$ cat config.mk
export PLATFORM = sky130hd
export DESIGN_NAME = rrop_phase_div
export DESIGN_NICKNAME = d
export VERILOG_FILES = /design/src/sv/rrop_pkg.sv /design/src/sv/rrop_phase_div.sv
export SDC_FILE = /design/constraint.sdc
export NUM_CORES = 1
export LEC_CHECK = 0
export ABC_AREA = 0
export BUFFER_PORTS_ARGS = -buffer_cell sky130_fd_sc_hd__buf_2
export CAP_MARGIN = 15
export CORE_ASPECT_RATIO = 2
export CORE_MARGIN = 5
export CORE_UTILIZATION = 53
export CTS_CLUSTER_DIAMETER = 50
export DETAILED_ROUTE_END_ITERATION = 8
export PLACE_DENSITY = 0.75
export SYNTH_ARGS = -nofsm -noshare
export SYNTH_HDL_FRONTEND = slang
export SYNTH_SLANG_ARGS = --single-unit
$ cat constraint.sdc
create_clock -name clk_i -period 10.5 [get_ports clk_i]
set_input_delay 0.525 -clock clk_i [delete_from_list [all_inputs] [get_ports clk_i]]
set_output_delay 0.525 -clock clk_i [all_outputs]
set_load 0.01 [all_outputs]
$ cat src/sv/rrop_pkg.sv
// Shared types and constants for the rounded rectangle outline point generator.
// Used by rrop_phase_div, rrop_sine and rounded_rect_outline_points.
package rrop_pkg;

  localparam int unsigned IDX_W      = 8;
  localparam int unsigned CFG_W      = 15;
  localparam int unsigned PPC_W      = 7;
  localparam int unsigned COORD_W    = 16;
  localparam int unsigned CFG_IDX_W  = 2;

  localparam int unsigned DEFAULT_MAX_PPC    = 64;
  localparam int unsigned DEFAULT_TRIG_FRAC  = 14;

  // Phase: 2^17 is a quarter turn.
  localparam int unsigned PHASE_BITS = 17;
  localparam logic [PHASE_BITS:0] PHASE_ONE = 18'h20000;

  localparam logic [30:0] Q30_ONE     = 31'h4000_0000;
  localparam logic [30:0] PI_HALF_Q30 = 31'd1686629713;

  // Phase divider: numerator j*2^18 + d, processed five bits per stage.
  localparam int unsigned NUM_W      = PPC_W + PHASE_BITS + 1;
  localparam int unsigned DIV_BITS   = 5;
  localparam int unsigned DIV_STAGES = NUM_W / DIV_BITS;
  localparam int unsigned DEN_W      = PPC_W + 1;

  // Taylor series of the sine, innermost divisor first.
  localparam int unsigned TAYLOR_TERMS = 5;
  localparam logic [6:0] TAYLOR_DIV [TAYLOR_TERMS] = '{7'd110, 7'd72, 7'd42, 7'd20, 7'd6};
  localparam logic [29:0] TAYLOR_RECIP [TAYLOR_TERMS] = '{
    30'((64'd1 << 32) / 64'd110),
    30'((64'd1 << 32) / 64'd72),
    30'((64'd1 << 32) / 64'd42),
    30'((64'd1 << 32) / 64'd20),
    30'((64'd1 << 32) / 64'd6)
  };

  localparam int unsigned SINE_LAT = 2 + 3 * TAYLOR_TERMS + 2;

  typedef enum logic [CFG_IDX_W-1:0] {
    CFG_RECT_WIDTH        = 2'd0,
    CFG_RECT_HEIGHT       = 2'd1,
    CFG_CORNER_RADIUS     = 2'd2,
    CFG_POINTS_PER_CORNER = 2'd3
  } cfg_reg_e;

  typedef struct packed {
    logic [1:0] corner;
    logic       in_range;
    logic       sharp;
  } side_t;

endpackage

$ cat src/sv/rrop_phase_div.sv
// Pipelined restoring divider that turns an arc step into a quarter-turn phase.
// Depends on rrop_pkg.
module rrop_phase_div (
  input  logic                             clk_i,
  input  logic                             adv_i,
  input  logic [rrop_pkg::NUM_W-1:0]       num_i,
  input  logic [rrop_pkg::DEN_W-1:0]       den_i,
  output logic [rrop_pkg::PHASE_BITS:0]    quo_o
);

  localparam int unsigned NW = rrop_pkg::NUM_W;
  localparam int unsigned DW = rrop_pkg::DEN_W;
  localparam int unsigned NS = rrop_pkg::DIV_STAGES;

  logic [DW-1:0] rem_q [NS];
  logic [DW-1:0] den_q [NS];
  logic [NW-1:0] num_q [NS];
  logic [NW-1:0] quo_q [NS];

  for (genvar k = 0; k < NS; k++) begin : g_stage
    logic [DW-1:0] rem_in, den_in, rem_d;
    logic [NW-1:0] num_in, quo_in, num_d, quo_d;

    if (k == 0) begin : g_first
      assign rem_in = '0;
      assign den_in = den_i;
      assign num_in = num_i;
      assign quo_in = '0;
    end else begin : g_next
      assign rem_in = rem_q[k-1];
      assign den_in = den_q[k-1];
      assign num_in = num_q[k-1];
      assign quo_in = quo_q[k-1];
    end

    always_comb begin
      logic [DW:0] trial;
      rem_d = rem_in;
      num_d = num_in;
      quo_d = quo_in;
      for (int b = 0; b < rrop_pkg::DIV_BITS; b++) begin
        trial = {rem_d, num_d[NW-1]};
        num_d = {num_d[NW-2:0], 1'b0};
        if (trial >= {1'b0, den_in}) begin
          rem_d = DW'(trial - {1'b0, den_in});
          quo_d = {quo_d[NW-2:0], 1'b1};
        end else begin
          rem_d = trial[DW-1:0];
          quo_d = {quo_d[NW-2:0], 1'b0};
        end
      end
    end

    always_ff @(posedge clk_i) begin
      if (adv_i) begin
        rem_q[k] <= rem_d;
        den_q[k] <= den_in;
        num_q[k] <= num_d;
        quo_q[k] <= quo_d;
      end
    end
  end

  assign quo_o = quo_q[NS-1][rrop_pkg::PHASE_BITS:0];

endmodule

==> metrics, run 1 <==
Critical Path Most Common Cell a21oi_1; Seq cells post-synth ~160; first-pass GRT wire length roughly 67,000 um; total iterations of the first detailed-routing run 5; GRT overflow 0; H-tree levels 4; row cnt 87; Hold WC Path Type primary input to register; initial antenna violation count 0; Max Freq approximately 0.10 GHz; hold buffers post-CTS 0; main area contributors after synthesis edfxtp_1 31%, ha_1 16%, xnor2_1 3.9%; clock-pin slew on the worst setup and hold paths 0.08 ns; fin. max-slew vios 0; Routed wire per std cell approximately 20 um; vias per inst slightly above 6; detailed router's first-iteration violation count 622; Residual DRC 0; CP Class register to register; routed wire length 43,100 um; Die Area 0.0320 mm2; cell depth of the worst hold path 1; # nets final 2,041; CTS buffer count 17; worst-path cell with the longest stage delay a2111oi_4; Distinct cells, synth 86; most frequent cells in the layout 191 x ha_1, 169 x buf_4, 156 x inv_1, 156 x edfxtp_1, 105 x nor2_1; critical path startpoint category register; layout cells sized above 1 0.213; cell count after synthesis approximately 1,600; warnings from Yosys 0; core footprint 0.0281 mm2; routability cong. ~1.0; Worst path max stage delay between 0.4 and 0.5 ns; TritonCTS clock tree yes; I/O pin total 53; # setup viols final 0; status finished clean; post-synth top area share 0.312; Netlist Area Pre-Place ~0.015 mm2; Clock Path Buffers 2; commonest non-fill, non-tap cell in the layout ha_1; fin crit period 9.97 ns; CTS sink count 156; critical path peak fanout 9; Inserted Diodes 0; P&R area growth vs syn 17.7%; Post-DP Area around 0.017 mm2; Vert. Die Dim 248 um; initial core utilization 0.535; largest net degree at the start of global routing between 80 and 90; via count 13,100; Detailed Place HPWL 34,600 um; Die Span X between 100 and 150 um; MaxCap Viol Count 0; RSZ-0062 raised after global routing true; CP Data Arrival Time 10.17 ns; worst path required time between 10 and 15 ns; post-route ant nets 0; Avg Inst Size Synth approximately 9.6 um2; R2R cell count 46; Slew HR 0.308; crit path capture type register; fin crit share 0.949; Worst-Margin Slew 1.04 ns; gr usage total 0.270; Synth area leader edfxtp_1; Seq/Total Area, Yosys 0.312; Synth Flop Type edfxtp_1; EDFF count, synth around 160; Final Hold Viols 0; Final Instance Area 0.0177 mm2; Port Buf Inserts 52; Post-synth ARST share 0; vias in the first global route 13,700; Worst Skew roughly 0.019 ns; Mapped Nets 1,819; Clock Root Buffer clkbuf_16; clk_lat worst skew 0.45 ns
[cells in the mapped netlist (all sizes together), types with 14 or more instances]
cell / count
a21o: 42
a21oi: 97
edfxtp: 156
fa: 23
ha: 194
inv: 161
mux2: 49
mux2i: 36
nand2: 86
nand2b: 30
nand3: 37
nand4: 28
nor2: 106
nor2b: 49
nor3: 30
o21a: 26
o21ai: 106
o21bai: 14
o221ai: 19
or2: 14
xnor2: 67
xor2: 35
[worst max-delay path: cells and delay by family, from the launching register on]
family	cells	cell delay, ns
flip-flops	1	0.38
buffers and inverters	4	0.53
AND/OR/NAND/NOR	11	1.95
AO/OA/AOI/OAI	24	4.73
adder cells (fa/ha/maj)	5	1.53
multiplexers	2	0.59
[state kept, by name, indices dropped and copies added (netlist names)]
signal / cells
quo_q: 42
den_q: 32
num_q: 50
rem_q: 32
[per-layer routing]
metal | vias up | share of wire | routed length, um | GRT usage
met5 | - | 0 | 0 | 0
met4 | 0 | 0.096 | 4160 | 0.220
met3 | 223 | 0.031 | 1320 | 0.0369
met2 | 390 | 0.57 | 24400 | 0.539
met1 | 6233 | 0.31 | 13200 | 0.223
li1 | 6213 | - | - | -
[per-stage QoR]
step | worst slack [ns] | utilization | setup TNS, ns | instances | hold WS (ns)
2_1_floorplan | 0.00850 | - | 0 | 1567 | 0.400
3_3_place_gp | 0.0120 | 0.601 | 0 | 2120 | 0.400
3_5_place_dp | -0.124 | 0.601 | -0.124 | 2120 | 0.405
4_1_cts | 0.0153 | 0.622 | 0 | 2152 | 0.218
5_1_grt | -0.0597 | 0.630 | -0.232 | 2158 | 0.223
6_report | 0.532 | 0.630 | 0 | 2158 | 0.241
[area by class of cell]
class	instances	area, um2
inverter	161	604
tap	356	445
clock inverter	15	180
multi-input combinational	1232	9810
timing repair buffer	221	1540
clock buffer	17	425
fill	2384	10400
sequential	156	4680
[final timing paths]
path                     start  slack [ns]       endpoint
hold / removal       num_i[18]        0.24   num_q[0][18]
setup / recovery   den_q[0][2]        0.53    rem_q[0][9]
setup reg to reg   den_q[0][2]        0.53    rem_q[0][9]
hold reg to reg   quo_q[0][82]        0.41  quo_q[0][112]
[cells by family (layout without fill, tap and decap cells)]
group | Yosys count | after routing | share of synthesized area
muxes | 85 | 85 | 0.0617
xor gates and xnor gates | 102 | 102 | 0.0594
adders and majority gates | 217 | 217 | 0.192
AOI/OAI and AO/OA | 411 | 411 | 0.187
DFF | 156 | 156 | 0.312
and+or+nand+nor | 416 | 417 | 0.141
buffers and inverters | 180 | 414 | 0.0474
[timing repair]
| item | CTS | global route |
|---|---|---|
| setup buffers | 0 | 5 |
| resized for setup | 3 | 57 |
| endpoints found under the setup margin | 3 | 29 |
| cloned | 0 | 1 |
| pin swaps | 1 | 5 |
Power of run 1 is left out: the tool's default activity adds up to more than one toggle a clock period on the data nets, which glitch-free logic cannot reach.
==> inputs of run 2 (changes only) <==
--- a/config.mk
+++ b/config.mk
@@ -15,4 +15,6 @@
 export DETAILED_ROUTE_END_ITERATION = 8
 export PLACE_DENSITY = 0.75
+export SKIP_LAST_GASP = 1
+export SLEW_MARGIN = 20
 export SYNTH_ARGS = -nofsm -noshare
 export SYNTH_HDL_FRONTEND = slang
==> constraint.sdc (replaced) <==
create_clock -name clk_i -period 10.5 [get_ports clk_i]
set_input_delay 3.15 -clock clk_i [delete_from_list [all_inputs] [get_ports clk_i]]
set_output_delay 3.15 -clock clk_i [all_outputs]
set_load 0.01 [all_outputs]
==> run 2 against run 1 <==
  * Final area increased by 9.5%
  * Global-route usage increased by 1.0 points
  * Cell count rose by 8.9%
  * Non-clock buffer count is 193 higher
  * Sequential cell count stayed put
  * Die area unchanged
  * Clock skew fell by 0.0052 ns
  * Wire length is 4.1% higher
  * Critical path depth decreased by 2
  * Hold slack better by 0.18 ns
  * Utilization is 6.0 points higher
==> metrics, run 2 (same netlist as run 1, synthesis figures left out) <==
worst path required time approximately 11 ns; detailed router's first-iteration violation count 677; setup TNS 0 ns; TritonCTS clock tree yes; Top delay family on crit path compound AO/OA/AOI/OAI gates; critical path startpoint category primary input; Crit path buffers/inverters 7; critical path peak fanout 8; reg-to-reg endpoint rem_q[0][19]; clk_lat worst skew 0.45 ns; routed wire length between 40,000 and 50,000 um; Routed wire per std cell about 19 um; post-route ant nets 0; Post-DP Area 0.0183 mm2; status finished clean; first-pass GRT wire length between 60,000 and 70,000 um; layout cells sized above 1 0.309; # fillers around 2,200; Port Buf Inserts 52; routability cong. slightly below 1; Detailed Place HPWL 36,500 um; Vert. Die Dim between 200 and 250 um; fin crit share 0.996; CP Class primary input to register; Clock Root Buffer clkbuf_16; vias in the first global route roughly 15,000; total iterations of the first detailed-routing run 5; Hold WC Path Type register to register; # setup viols final 0; P&R area growth vs syn 28.9%; most frequent cells in the layout 357 x buf_4, 186 x ha_1, 156 x edfxtp_1, 150 x inv_1, 102 x nor2_1; Slew HR 0.330; max reg flops 50; fin. max-slew vios 0; Final Instance Area between 0.015 and 0.02 mm2; R2R cell count 50; I/O pin total 53; Clock Path Buffers 2; CP Data Arrival Time ~11 ns; post-layout util 0.690; core footprint roughly 0.028 mm2; R2R setup slack roughly 0.49 ns; CTS buffer count 17; worst hold path startpoint quo_q[0][78]; worst-path cell with the longest stage delay or3_4; clock-pin slew on the worst setup and hold paths about 0.07 ns; Die Area 0.0320 mm2; GRT overflow 0; Reg-to-Reg Start den_q[0][12]; gr usage total 0.280; initial core utilization 0.535; via count 13,800; RSZ-0062 raised after global routing true; Worst Skew around 0.013 ns; H-tree levels 4; vias per inst ~5.9; row cnt 87; Die Span X ~130 um; cell depth of the worst hold path 0; Worst path max stage delay ~0.39 ns; largest registers num_q: 50 flops, quo_q: 42 flops; Final Hold Viols 0; Worst-Margin Slew a little over 1 ns; MaxCap Viol Count 0; Max Freq ~0.096 GHz; # nets final ~2,200; fin crit period ~10 ns; initial antenna violation count 0; Reg with most FFs num_q; CTS sink count 156; commonest non-fill, non-tap cell in the layout buf_4; Residual DRC 0; WHS Endpoint quo_q[0][108]; largest net degree at the start of global routing roughly 110; Inserted Diodes 0; crit path capture type register
## run 2: timing repair
action | 4_1_cts | 5_1_grt
endpoints found under the hold margin | 0 | 0
setup endpoints to repair | 20 | 36
setup buffers | 7 | 14
hold buffers | 0 | 0
resized for setup | 18 | 88
pin swaps | 5 | 41
## run 2: layer usage
| metal | share of wire | track usage | wire length [um] |
|---|---|---|---|
| met1 | 0.31 | 0.224 | 13800 |
| met4 | 0.10 | 0.255 | 4680 |
| met3 | 0.025 | 0.0395 | 1130 |
| met5 | 0 | 0 | 0 |
| met2 | 0.56 | 0.553 | 25200 |
## run 2: worst max path at each step
stage,startpoint,to,slack (ns),cells past startpoint
after global routing,num_i[24],rem_q[0][3],-0.24,46
final,num_i[24],rem_q[0][3],0.04,44
after global placement,num_i[24],rem_q[0][3],-0.45,43
after floorplan,den_i[1],rem_q[0][3],-0.71,45
after detailed placement,den_i[0],rem_q[0][3],-0.65,44
after CTS,den_i[0],rem_q[0][3],0.01,43
## run 2: final cells by class
cell class              instances  area [um2]  area share
flip-flops and latches        156        4680       0.242
well taps                     356         445      0.0230
clock inverters                14         131     0.00678
multi-input cells            1231       10100       0.520
repair buffers                414        3010       0.155
inverters                     161         609      0.0315
clock buffers                  18         429      0.0222
## run 2: stage by stage
| stage | std cells | hold slack [ns] | setup slack (ns) |
|---|---|---|---|
| 2_1_floorplan | 1567 | 0.400 | -0.709 |
| 3_3_place_gp | 2297 | 0.400 | -0.453 |
| 3_5_place_dp | 2297 | 0.405 | -0.648 |
| 4_1_cts | 2336 | 0.420 | 0.00994 |
| 5_1_grt | 2350 | 0.428 | -0.241 |
| 6_report | 2350 | 0.418 | 0.0421 |
Power of run 2 is left out for the same reason.
==> inputs of run 3 (changes only) <==
BUFFER_PORTS_ARGS = default   (was -buffer_cell sky130_fd_sc_hd__buf_2)
CORE_ASPECT_RATIO = default   (was 2)
DONT_BUFFER_PORTS = 1   (was default)
PLACE_DENSITY = 0.73   (was 0.75)
==> run 3 against run 2 <==
  * Largest cell class unchanged
  * Sequential share of layout area rose by 2.2 points
  * First-iteration DRC count increased by 56%
  * Register-to-register slack got worse by 0.03 ns
  * Non-clock buffer count down 224
  * Count of clock-buffer cells in the layout unchanged
==> metrics, run 3 (same netlist as run 1, synthesis figures left out) <==
sequential cell area roughly 0.0047 mm2; GRT overflow 0; Residual DRC 0; Critical Path Most Common Cell a21o_1; CTS buffer count 17; area occupied by multi-input gates between 0.01 and 0.015 mm2; Die Span X 178 um; row cnt slightly above 60; Worst Skew ~0.017 ns; R2R cell count 42; RSZ-0062 raised after global routing true; Post-DP Area approximately 0.017 mm2; worst-path cell with the longest stage delay a211o_4; via count roughly 13,000; setup TNS 0 ns; clock-pin slew on the worst setup and hold paths 0.06 ns; Port Buf Inserts 0; # setup viols final 0; I/O pin total 53; # nets final between 2,000 and 2,500; Worst-Margin Slew between 0.7 and 0.8 ns; Reg with most FFs num_q; vias in the first global route 12,300; fin. max-slew vios 0; fin crit period just over 10 ns; Top delay family on crit path compound AO/OA/AOI/OAI gates; Hold WC Path Type register to register; cell depth of the worst hold path 0; Routed wire per std cell 17.5 um; Vert. Die Dim 178 um; status finished clean; Die Area approximately 0.032 mm2; largest net degree at the start of global routing about 160; total iterations of the first detailed-routing run 5; TritonCTS clock tree yes; Inserted Diodes 0; routed wire length 37,500 um; commonest non-fill, non-tap cell in the layout buf_4; P&R area growth vs syn 18.3%; post-route ant nets 0; Clock Root Buffer clkbuf_16; Clock Path Buffers 2; Final Instance Area between 0.015 and 0.02 mm2; CTS sink count 156; worst path required time ~11 ns; Max Freq slightly below 0.1 GHz; detailed router's first-iteration violation count approximately 1,100; Slew HR 0.474; WP depth 44; critical path startpoint category primary input; fin crit share 0.987; initial core utilization 0.540; Worst path max stage delay about 0.37 ns; Post-Place Worst Slack -0.541 ns; MaxCap Viol Count 0; gr usage total 0.231; first-pass GRT wire length 59,600 um; CP Class primary input to register; # fillers 2,251; initial antenna violation count 0; Crit path buffers/inverters 6; crit path capture type register; layout cells sized above 1 0.219; Setup WS post-layout between 0.1 and 0.15 ns; Detailed Place HPWL between 20,000 and 30,000 um; CP Data Arrival Time 10.55 ns; routability cong. a little over 0.9; core footprint approximately 0.028 mm2; Final Hold Viols 0; clk_lat worst skew 0.45 ns; hold buffers post-CTS 0; critical path peak fanout 8; max reg flops 50; vias per inst 5.87; most frequent cells in the layout 187 x buf_4, 186 x ha_1, 156 x edfxtp_1, 150 x inv_1, 103 x nor2_1; H-tree levels 4; largest registers num_q: 50 flops, quo_q: 42 flops
-- run 3: per-layer routing --
layer,share of wire,track usage
met2,0.47,0.384
met1,0.45,0.306
met3,0.050,0.0426
met5,0,0
met4,0.029,0.0764
-- run 3: path summary, 6_finish.rpt --
kind	start	endpoint	slack (ns)
min	quo_q[0][79]	quo_q[0][109]	0.42
max reg2reg	den_q[0][2]	rem_q[0][10]	0.46
min reg2reg	quo_q[0][79]	quo_q[0][109]	0.42
max	num_i[24]	rem_q[0][3]	0.14
-- run 3: final cells by class --
class / instances / area share
Multi-Input combinational cell: 1232 / 0.564
Sequential cell: 156 / 0.264
Timing Repair Buffer: 190 / 0.0809
Inverter: 161 / 0.0350
Tap cell: 378 / 0.0266
Clock buffer: 18 / 0.0241
Clock inverter: 13 / 0.00619
-- run 3: what timing repair did --
action / 4_1_cts / 5_1_grt
buffers inserted: 0 / 18
hold endpoints to repair: 0 / 0
resized for setup: 5 / 89
endpoints found under the setup margin: 9 / 36
pin swaps: 0 / 34
cloned: 0 / 1
-- run 3: through the flow --
step / hold WS, ns / cells / utilization
after floorplan: 0.400 / 1567 / -
after global placement: 0.400 / 2098 / 0.603
after detailed placement: 0.405 / 2098 / 0.603
after global routing: 0.424 / 2148 / 0.638
final: 0.420 / 2148 / 0.638
after CTS: 0.419 / 2129 / 0.623
-- run 3: worst register-to-register path: cells and delay by family, from the launching register on --
family	cells	cell delay [ns]
AOI/OAI and AO/OA	19	4.06
and+or+nand+nor	9	1.86
adders and majority gates	5	1.63
muxes	3	0.93
buffers and inverters	6	0.90
DFF	1	0.42
Power of run 3 is left out for the same reason.
